==> src/rtl/rpt_pkg.sv <==
// Package: beat types, field widths and register codes of the recovery probability tracker.
`timescale 1ns / 1ps
`default_nettype none

package rpt_pkg;

  localparam int unsigned QUAL_W  = 32;
  localparam int unsigned ALPHA_W = 17;
  localparam int unsigned AVG_W   = 31;
  localparam int unsigned PROB_W  = 17;

  localparam int unsigned ADDR_W  = 3;
  localparam int unsigned DATA_W  = 32;

  // register index, taken from paddr[2]
  localparam logic REG_ALPHA_SLOW = 1'b0;
  localparam logic REG_ALPHA_FAST = 1'b1;

  typedef struct packed {
    logic signed [QUAL_W-1:0] quality;
    logic                     quality_valid;
  } in_t;

  typedef struct packed {
    logic [PROB_W-1:0] recovery_prob;
    logic [AVG_W-1:0]  slow_average;
    logic [AVG_W-1:0]  fast_average;
  } out_t;

endpackage

`default_nettype wire

==> src/rtl/recovery_probability_tracker.sv <==
// Top level: slow/fast quality averages and recovery probability, shared multiplier and divider.
`timescale 1ns / 1ps
`default_nettype none

// Takes one quality beat at a time and returns one result beat. With both
// gains nonzero and a nonzero slow average, an accepted beat passes through
// two multiply/update pairs on one multiplier, a divider setup state, and a
// restoring divider that yields one quotient bit per cycle, after which the
// result beat is offered. A beat that loads the averages directly skips
// both multiply/update pairs. The divider is skipped when the fast average
// is not below the slow one. With a zero gain the result is offered the
// cycle after acceptance. in_stall_o stays high until the result beat has
// been taken, so no new beat is accepted while a result beat is pending.
module recovery_probability_tracker
  import rpt_pkg::*;
#(
  parameter int unsigned FRAC_BITS = 16
) (
  input  wire               clk_i,
  input  wire               rst_ni,

  input  wire               in_valid_i,
  output logic              in_stall_o,
  input  in_t               in_data_i,

  output logic              out_valid_o,
  input  wire               out_stall_i,
  output out_t              out_data_o,

  input  wire               psel,
  input  wire               penable,
  input  wire               pwrite,
  input  wire  [ADDR_W-1:0] paddr,
  input  wire  [DATA_W-1:0] pwdata,
  output logic [DATA_W-1:0] prdata,
  output logic              pready
);

  localparam int unsigned AW  = (FRAC_BITS + 1 > ALPHA_W) ? FRAC_BITS + 1 : ALPHA_W;
  localparam int unsigned PW  = AVG_W + AW;
  localparam int unsigned CW  = $clog2(FRAC_BITS);
  localparam logic [AW-1:0] ONE = {{(AW-1){1'b0}}, 1'b1} << FRAC_BITS;
  localparam logic [CW-1:0] CNT_LAST = CW'(FRAC_BITS - 1);

  localparam logic [2:0] S_IDLE = 3'd0;
  localparam logic [2:0] S_MULS = 3'd1;
  localparam logic [2:0] S_ADDS = 3'd2;
  localparam logic [2:0] S_MULF = 3'd3;
  localparam logic [2:0] S_ADDF = 3'd4;
  localparam logic [2:0] S_DIVI = 3'd5;
  localparam logic [2:0] S_DIV  = 3'd6;
  localparam logic [2:0] S_OUT  = 3'd7;

  logic [2:0]           state_q, state_d;
  logic [ALPHA_W-1:0]   alpha_s_q, alpha_f_q;
  logic [AVG_W-1:0]     slow_q, slow_d, fast_q, fast_d;
  logic [AVG_W-1:0]     q_q, q_d;
  logic [PW-1:0]        prod_q, prod_d;
  logic                 dn_q, dn_d;
  logic [AVG_W:0]       rem_q, rem_d;
  logic [FRAC_BITS:0]   quot_q, quot_d;
  logic [CW-1:0]        cnt_q, cnt_d;
  logic                 out_valid_q, out_valid_d;
  out_t                 out_q, out_d;

  logic                 in_acc, out_acc, cfg_wr;
  logic [AVG_W-1:0]     q_in;
  logic [AVG_W-1:0]     avg_op, mag;
  logic [AW-1:0]        alpha_ext, alpha_sat;
  logic                 up;
  logic [PW:0]          rnd;
  logic [AVG_W-1:0]     step_up, step_dn, new_avg;
  logic [AVG_W:0]       rem_sh;
  logic                 ge;

  assign in_acc  = in_valid_i && !in_stall_o;
  assign out_acc = out_valid_o && !out_stall_i;
  assign cfg_wr  = psel && penable && pwrite && pready;

  assign in_stall_o  = (state_q != S_IDLE);
  assign out_valid_o = out_valid_q;
  assign out_data_o  = out_q;
  assign pready      = 1'b1;

  always_comb begin
    case (paddr[2])
      REG_ALPHA_SLOW: prdata = DATA_W'(alpha_s_q);
      REG_ALPHA_FAST: prdata = DATA_W'(alpha_f_q);
      default:        prdata = '0;
    endcase
  end

  assign q_in = (!in_data_i.quality_valid || in_data_i.quality[QUAL_W-1]) ? '0 :
                in_data_i.quality[AVG_W-1:0];

  // shared multiplier operands
  assign avg_op    = (state_q == S_MULS || state_q == S_ADDS) ? slow_q : fast_q;
  assign alpha_ext = (state_q == S_MULS) ? AW'(alpha_s_q) : AW'(alpha_f_q);
  assign alpha_sat = (alpha_ext > ONE) ? ONE : alpha_ext;
  assign up        = (q_q >= avg_op);
  assign mag       = up ? (q_q - avg_op) : (avg_op - q_q);

  // update from the registered product; a downward move rounds the step up
  assign rnd     = {1'b0, prod_q} + (PW + 1)'(ONE - 1'b1);
  assign step_up = prod_q[FRAC_BITS +: AVG_W];
  assign step_dn = rnd[FRAC_BITS +: AVG_W];
  assign new_avg = dn_q ? (avg_op - step_dn) : (avg_op + step_up);

  assign rem_sh = {rem_q[AVG_W-1:0], 1'b0};
  assign ge     = (rem_sh >= {1'b0, slow_q});

  always_comb begin
    state_d     = state_q;
    slow_d      = slow_q;
    fast_d      = fast_q;
    q_d         = q_q;
    prod_d      = prod_q;
    dn_d        = dn_q;
    rem_d       = rem_q;
    quot_d      = quot_q;
    cnt_d       = cnt_q;
    out_valid_d = out_valid_q;
    out_d       = out_q;
    case (state_q)
      S_IDLE: begin
        if (in_acc) begin
          q_d = q_in;
          if (alpha_s_q == '0 || alpha_f_q == '0) begin
            slow_d      = '0;
            fast_d      = '0;
            out_d       = '0;
            out_valid_d = 1'b1;
            state_d     = S_OUT;
          end else if (slow_q == '0) begin
            slow_d  = q_in;
            fast_d  = q_in;
            state_d = S_DIVI;
          end else begin
            state_d = S_MULS;
          end
        end
      end
      S_MULS, S_MULF: begin
        prod_d  = PW'(mag) * PW'(alpha_sat);
        dn_d    = !up;
        state_d = (state_q == S_MULS) ? S_ADDS : S_ADDF;
      end
      S_ADDS: begin
        slow_d  = new_avg;
        state_d = S_MULF;
      end
      S_ADDF: begin
        fast_d  = new_avg;
        state_d = S_DIVI;
      end
      S_DIVI: begin
        // zero fast average gives exactly 1.0: integer bit set up front
        quot_d = {{FRAC_BITS{1'b0}}, fast_q == '0};
        cnt_d  = '0;
        rem_d  = (fast_q == '0) ? '0 : {1'b0, slow_q - fast_q};
        if (slow_q != '0 && fast_q < slow_q) begin
          state_d = S_DIV;
        end else begin
          out_d       = '{recovery_prob: '0, slow_average: slow_q, fast_average: fast_q};
          out_valid_d = 1'b1;
          state_d     = S_OUT;
        end
      end
      S_DIV: begin
        rem_d  = ge ? (rem_sh - {1'b0, slow_q}) : rem_sh;
        quot_d = {quot_q[FRAC_BITS-1:0], ge};
        cnt_d  = cnt_q + 1'b1;
        if (cnt_q == CNT_LAST) begin
          out_d = '{recovery_prob: PROB_W'({quot_q[FRAC_BITS-1:0], ge}),
                    slow_average: slow_q, fast_average: fast_q};
          out_valid_d = 1'b1;
          state_d     = S_OUT;
        end
      end
      S_OUT: begin
        if (out_acc) begin
          out_valid_d = 1'b0;
          state_d     = S_IDLE;
        end
      end
      default: state_d = S_IDLE;
    endcase
  end

  always_ff @(posedge clk_i or negedge rst_ni) begin
    if (!rst_ni) begin
      state_q     <= S_IDLE;
      out_valid_q <= 1'b0;
      alpha_s_q   <= '0;
      alpha_f_q   <= '0;
      slow_q      <= '0;
      fast_q      <= '0;
      cnt_q       <= '0;
    end else begin
      state_q     <= state_d;
      out_valid_q <= out_valid_d;
      slow_q      <= slow_d;
      fast_q      <= fast_d;
      cnt_q       <= cnt_d;
      if (cfg_wr) begin
        case (paddr[2])
          REG_ALPHA_SLOW: alpha_s_q <= pwdata[ALPHA_W-1:0];
          REG_ALPHA_FAST: alpha_f_q <= pwdata[ALPHA_W-1:0];
          default: ;
        endcase
      end
    end
  end

  always_ff @(posedge clk_i) begin
    q_q    <= q_d;
    prod_q <= prod_d;
    dn_q   <= dn_d;
    rem_q  <= rem_d;
    quot_q <= quot_d;
    out_q  <= out_d;
  end

  a_out_blocks_in: assert property (@(posedge clk_i) disable iff (!rst_ni)
    out_valid_o |-> in_stall_o)
    else $error("input taken while a result beat is pending");

  a_no_prob_without_gap: assert property (@(posedge clk_i) disable iff (!rst_ni)
    out_valid_o && (out_data_o.fast_average >= out_data_o.slow_average)
      |-> out_data_o.recovery_prob == '0)
    else $error("nonzero probability with fast average not below slow");

  a_rem_bound: assert property (@(posedge clk_i) disable iff (!rst_ni)
    (state_q == S_DIV) |-> (rem_q < {1'b0, slow_q}))
    else $error("divider remainder out of range");

  a_accept_starts: assert property (@(posedge clk_i) disable iff (!rst_ni)
    in_acc |=> (state_q != S_IDLE))
    else $error("accepted beat did not start the sequencer");

endmodule

`default_nettype wire
==> config.mk <==
export PLATFORM = sky130hd
export DESIGN_NAME = recovery_probability_tracker
export DESIGN_NICKNAME = d
export VERILOG_FILES = /design/src/rtl/rpt_pkg.sv /design/src/rtl/recovery_probability_tracker.sv
export SDC_FILE = /design/constraint.sdc
export NUM_CORES = 2
export LEC_CHECK = 0
export ABC_AREA = 1
export BUFFER_PORTS_ARGS = -buffer_cell sky130_fd_sc_hd__buf_2
export CORE_AREA = 4 4 305 307
export CTS_CLUSTER_SIZE = 24
export DETAILED_ROUTE_END_ITERATION = 12
export DIE_AREA = 0 0 309 311
export SLEW_MARGIN = 25
export SYNTH_ARGS = -nofsm -noshare
export SYNTH_HDL_FRONTEND = slang
export SYNTH_SLANG_ARGS = --single-unit
==> constraint.sdc <==
create_clock -name clk_i -period 21.2 [get_ports clk_i]
set_input_delay 4.24 -clock clk_i [delete_from_list [all_inputs] [get_ports clk_i]]
set_output_delay 4.24 -clock clk_i [all_outputs]
set_load 0.03 [all_outputs]
---- After elaboration in Yosys (flattened, before gate mapping) ----
Index checks and enable logic that the tools add are counted.
operators by class
  $add $sub $neg .......................... 8
  multipliers ............................. 1
  magnitude comparators ................... 4
  equal/unequal tests ..................... 14
  mux-type cells .......................... 36
  bitwise gates (word level) .............. 1
  reductions and logical operators ........ 33
operator list
  kind                                             count
  2-to-1 mux 79 bit                                4
  2-to-1 mux 31 bit                                9
  one-hot mux 79 bit (3 select lines)              1
  one-hot mux 31 bit (2 select lines)              3
  subtractor 31 bit                                5
  one-hot mux 32 bit (2 select lines)              1
  zero test 31 bit                                 2
  adder 47 x 16 -> 47 bit (second input constant)  1
  multiplier 31 x 17 -> 47 bit                     1
  zero test 17 bit                                 2
  2-to-1 mux 17 bit                                2
  greater-or-equal comparator 32 x 31 -> 1 bit     1
  one-hot mux 16 bit (2 select lines)              1
  adder 31 bit                                     1
  greater-or-equal comparator 31 bit               1
  < comparator 31 bit                              1
  nonzero test 31 bit                              1
  one-hot mux 3 bit (7 select lines)               1
  2-to-1 mux 3 bit                                 6
  > comparator 17 bit (second input constant)      1
  == test 3 bit (second input constant)            4
  inequality test 2 bit (second input constant)    5
  AND reduction 3 bit                              3
  one-hot mux 4 bit (2 select lines)               1
  other kinds (19)                                 39
storage, ports and cells
  bits in registers ....................... 309
  input bits .............................. 75
  output and inout bits ................... 114
  logic and storage cells ................. 112

---- Longest topological paths before layout ----
  depth in word-level cells ............... 7
  depth in mapped cells ................... 53
  gate-level depth less buffers ........... 47

---- Least setup slack after synthesis ----
Ideal clock, no wire load.
  path kind ............................... input port to output port
  start ................................... input paddr[2]
  end ..................................... output prdata[15]
  arrival time ............................ 5.125 ns
  required time ........................... 16.960 ns
  setup slack ............................. 11.835 ns
  cell stages on the path ................. 2
  path buffers ............................ 1
  cells stage by stage .................... clkbuf_1 > o21ai_0
between the ends
  word-level cells in the longest chain between the ends .. 2
ends and longest elaborated chain
  element                                  RTL line                            RTL
  start: declaration                       recovery_probability_tracker.sv:33  input wire [ADDR_W-1:0] paddr,
  inverter 1 bit (no source line)          n/a
  one-hot mux 32 bit (2 select lines) (*)  recovery_probability_tracker.sv:86  case (paddr[2])
  end: declaration                         recovery_probability_tracker.sv:35  output logic [DATA_W-1:0] prdata,
Every way passes the cells marked *; elsewhere a longest branch is shown, timed or not. The select of a mux whose other input is x is not followed.

---- Final worst setup path ----
  start ................................... register state_q[2]
  end ..................................... register prod_q[44] (data pin)
between the ends
  word-level cells in the longest chain between the ends .. 6
  elaborated cells on any way between the ends .. 12
  classes of those cells .................. add/sub: 2; mul: 1; order compare: 2; eq/ne: 2; mux: 4; reduce/logical: 1
ends and longest elaborated chain
  element                                                                  RTL line                                                                  RTL
  start: declaration                                                       recovery_probability_tracker.sv:54                                        logic [2:0] state_q, state_d;
  start signal: assignment                                                 recovery_probability_tracker.sv:200                                       state_q <= state_d;
  == test 3 x 1 -> 1 bit or == test 3 x 2 -> 1 bit (tied branches)         recovery_probability_tracker.sv:97, recovery_probability_tracker.sv:98
  logical OR 1 bit                                                         recovery_probability_tracker.sv:97                                        assign avg_op = (state_q == S_MULS || state_q == S_ADDS) ? slow_q : fast_q;
  2-to-1 mux 31 bit                                                        recovery_probability_tracker.sv:97
  subtractor 31 bit or greater-or-equal comparator 31 bit (tied branches)  recovery_probability_tracker.sv:101, recovery_probability_tracker.sv:100
  2-to-1 mux 31 bit                                                        recovery_probability_tracker.sv:101                                       assign mag = up ? (q_q - avg_op) : (avg_op - q_q);
  multiplier 31 x 17 -> 47 bit (*)                                         recovery_probability_tracker.sv:144                                       prod_d = PW'(mag) * PW'(alpha_sat);
  end signal: assignment                                                   recovery_probability_tracker.sv:217                                       prod_q <= prod_d;
  end: declaration                                                         recovery_probability_tracker.sv:58                                        logic [PW-1:0] prod_q, prod_d;
Every way passes the cells marked *; elsewhere a longest branch is shown, timed or not.
A chain may end at the register's enable or synchronous reset.

==> out/results.ini <==
[timing]
slew_headroom=0.2467
setup_viol=0
period_share=0.5904
rsz0062_at_grt=no
tightest_slew_ns=1.120
setup_slack_ns=8.683
max_freq_mhz=79.89
finalClockSkew_ns=0.02612
final_max_slew_viol_count=0
tns_ns=0
hold_violations=0
min_period_ns=12.52

[clock_network]
post_cts_buffers=0
clk_pin_slew_ns=0.06
clock-sinks=309
clock_path_buffers=3
cts_tree=yes
cts-htree-levels=2
ctsResizeCount=0
cts-buffers-inserted=36
hold_buffers=0
insertion_delay_ns=0.58
ctsRootBufferMaster=clkbuf_16

[floorplan]
core_area_um2=90010
die_w_um=309
fp-row-count=110
die_area_um2=96100
initial_core_util=0.4491
die_h_um=311
num_io_pins=189

[drt]
firstDrtPassIters=6
drtAntennaViolNets=0
vias=36490
drt_wl_total_um=138400
via_per_inst=5.485
routedWlPerCell_um=20.81
drc=0
drt_iter0_drc=3566

[min_path]
worstHoldStart=cnt_q[3]$_DFFE_PN0P_
hold_path.class=flip-flop to flip-flop
hold_depth=1
hold_end=cnt_q[3]$_DFFE_PN0P_

[critical_path]
crit_type=flip-flop to flip-flop
cp_top_family=adder cells
cp_max_fo=62
reg2reg_from=state_q[2]$_DFFE_PN0P_
cpMostUsedCell=inv_1
cp_slowest_cell=nor4_1
r2r_setup_slack_ns=8.68
path_buf_inv=9
slowest_delay_ns=0.66
endpoint_kind=flip-flop
start_kind=flip-flop
arrival_ns=12.82
critPathRequiredTime_ns=21.51
worstRegToRegCells=41
r2r-end=prod_q[44]$_DFFE_PN_

[run_status]
status=completed

[logic_synthesis]
ys_dominant_reg_cell=edfxtp_1
synthCells=5372
syn_avg_cell_area_um2=7.525
seq_area_frac_synth=0.2167
yosysWarnings=0
syn_area_um2=40420
synth-seq-cells=309
synth.distinct_cells=62
async_reset_ff_frac=0.3366
synth_edf_count=205

[final_layout]
nets=6221
layout-area-overhead-vs-synth_pct=7.388
nFillCells=9179
final_common_cell=nand2_1
layout-drive-gt1-share=0.06395
final_cell_mix=nand2_1 (1,114), inv_1 (1,061), nor2_1 (586), fa_1 (438), a21oi_1 (313)

[global_routing]
antenna_found_initial=8
grt_max_degree=63
grt_overflow=0
grt.total_usage=0.2869
grt_pass1_wl_um=212400
grt_pass1_vias=35190

[placement]
port_buffers=155
dp_hpwl_um=113100
gp_congestion=1.017
dp_slack_ns=8.989

[run]
drv_cap=0

[worst register-to-register path, delay by kind of cell (launching register included)]
| kind | cells | cell delay (ns) |
|---|---|---|
| simple gates | 15 | 3.55 |
| fa+ha+maj | 8 | 3.88 |
| compound gates | 8 | 2.39 |
| xor+xnor | 1 | 0.16 |
| buf+inv | 9 | 1.79 |
| flops | 1 | 0.51 |
[synth_stat cells, types with 5 or more instances]
library cell     n  area, µm²
or2_2           19      118.9
o21ai_1         17      85.08
o21ai_0        276       1381
inv_1         1065       3998
edfxtp_1       205       6156
o31ai_1          8      60.06
o21bai_1        13      97.59
xnor2_1         48      420.4
a221oi_1         6      52.55
nor4_1          32      200.2
a31oi_1         13      81.33
nand3b_1         7      52.55
o211ai_1        30      225.2
nand2_2         12      75.07
a21oi_1        313       1567
nor2_4           6      67.56
dfrtp_1        104       2603
fa_1           438       8768
a21o_1          11      82.58
buf_2           47      235.2
inv_2           26      97.59
nand3_1        256       1281
o21a_1          16      120.1
a21boi_0         8      60.06
ha_1           262       3278
o221ai_1        21      183.9
o22ai_1          5      31.28
nand4_1         53      331.6
buf_4           31      232.7
nor3_1          54      270.3
xor2_1         110      963.4
nand2_1       1116       4189
nor2_1         592       2222
clkbuf_1        89      334.1
buf_1            6      22.52
[flip-flops by register name (all words and copies together), names as in the netlist]
signal       cells
out_data_o      79
prod_q          47
fast_q          31
q_q             31
rem_q           31
slow_q          31
alpha_f_q       17
alpha_s_q       17
quot_q          16
cnt_q            4
state_q          3
dn_q             1
out_valid_o      1
[per-stage QoR]
stage	instances	area (µm²)	hold WS (ns)	util
6_report	6652	43410	0.4667	0.4823
5_1_grt	6650	43400	0.5159	0.4822
4_1_cts	6649	43390	0.4666	0.4821
3_5_place_dp	6584	42220	0.4587	0.4691
3_3_place_gp	6584	42220	0.4522	0.4691
2_1_floorplan	5386	40480	0.4407	-
[cell families (layout without fill, tap and decap cells)]
kind of cell    after synthesis  in the layout  synth area share
compound gates              769            769            0.1069
simple gates               2163           2163            0.2211
xor+xnor                    158            158           0.03423
buf+inv                    1271           1358            0.1229
fa+ha+maj                   700            700            0.2980
flops                       309            309            0.2167
other cells                   2             19         0.0001858
[metal layers]
| metal | vias up | global-route usage | part of all wire |
|---|---|---|---|
| met4 | 8 | 0.05227 | 0.019 |
| met1 | 17800 | 0.4334 | 0.46 |
| met5 | - | 0 | 0.00070 |
| met2 | 1519 | 0.4247 | 0.42 |
| met3 | 168 | 0.06452 | 0.096 |
| li1 | 17000 | - | - |
[area by class of cell]
class / count / area [µm²] / share of cell area
multi-input cells: 3806 / 26790 / 0.6172
well taps: 1176 / 1471 / 0.03390
clock inverters: 18 / 142.6 / 0.003286
diodes: 3 / 7.507 / 0.0001729
inverters: 1095 / 4110 / 0.09468
flip-flops and latches: 309 / 8758 / 0.2018
clock buffers: 47 / 1026 / 0.02364
repair buffers: 198 / 1101 / 0.02536
[worst max-delay path by stage]
| stage | endpoint | slack [ns] | from | cells past startpoint |
|---|---|---|---|---|
| 2_1_floorplan | prdata[15] | 11.83 | paddr[2] | 2 |
| 6_report | prod_q[44]$_DFFE_PN_ | 8.68 | state_q[2]$_DFFE_PN0P_ | 41 |
| 4_1_cts | prod_q[44]$_DFFE_PN_ | 8.97 | state_q[2]$_DFFE_PN0P_ | 41 |
| 3_5_place_dp | prod_q[45]$_DFFE_PN_ | 8.99 | state_q[2]$_DFFE_PN0P_ | 43 |
| 5_1_grt | prod_q[45]$_DFFE_PN_ | 7.84 | state_q[0]$_DFFE_PN0P_ | 44 |
| 3_3_place_gp | prod_q[45]$_DFFE_PN_ | 9.00 | state_q[2]$_DFFE_PN0P_ | 41 |
Power is not shown: default switching activity piles up to over one toggle a cycle in this logic, so the estimate is an artifact.
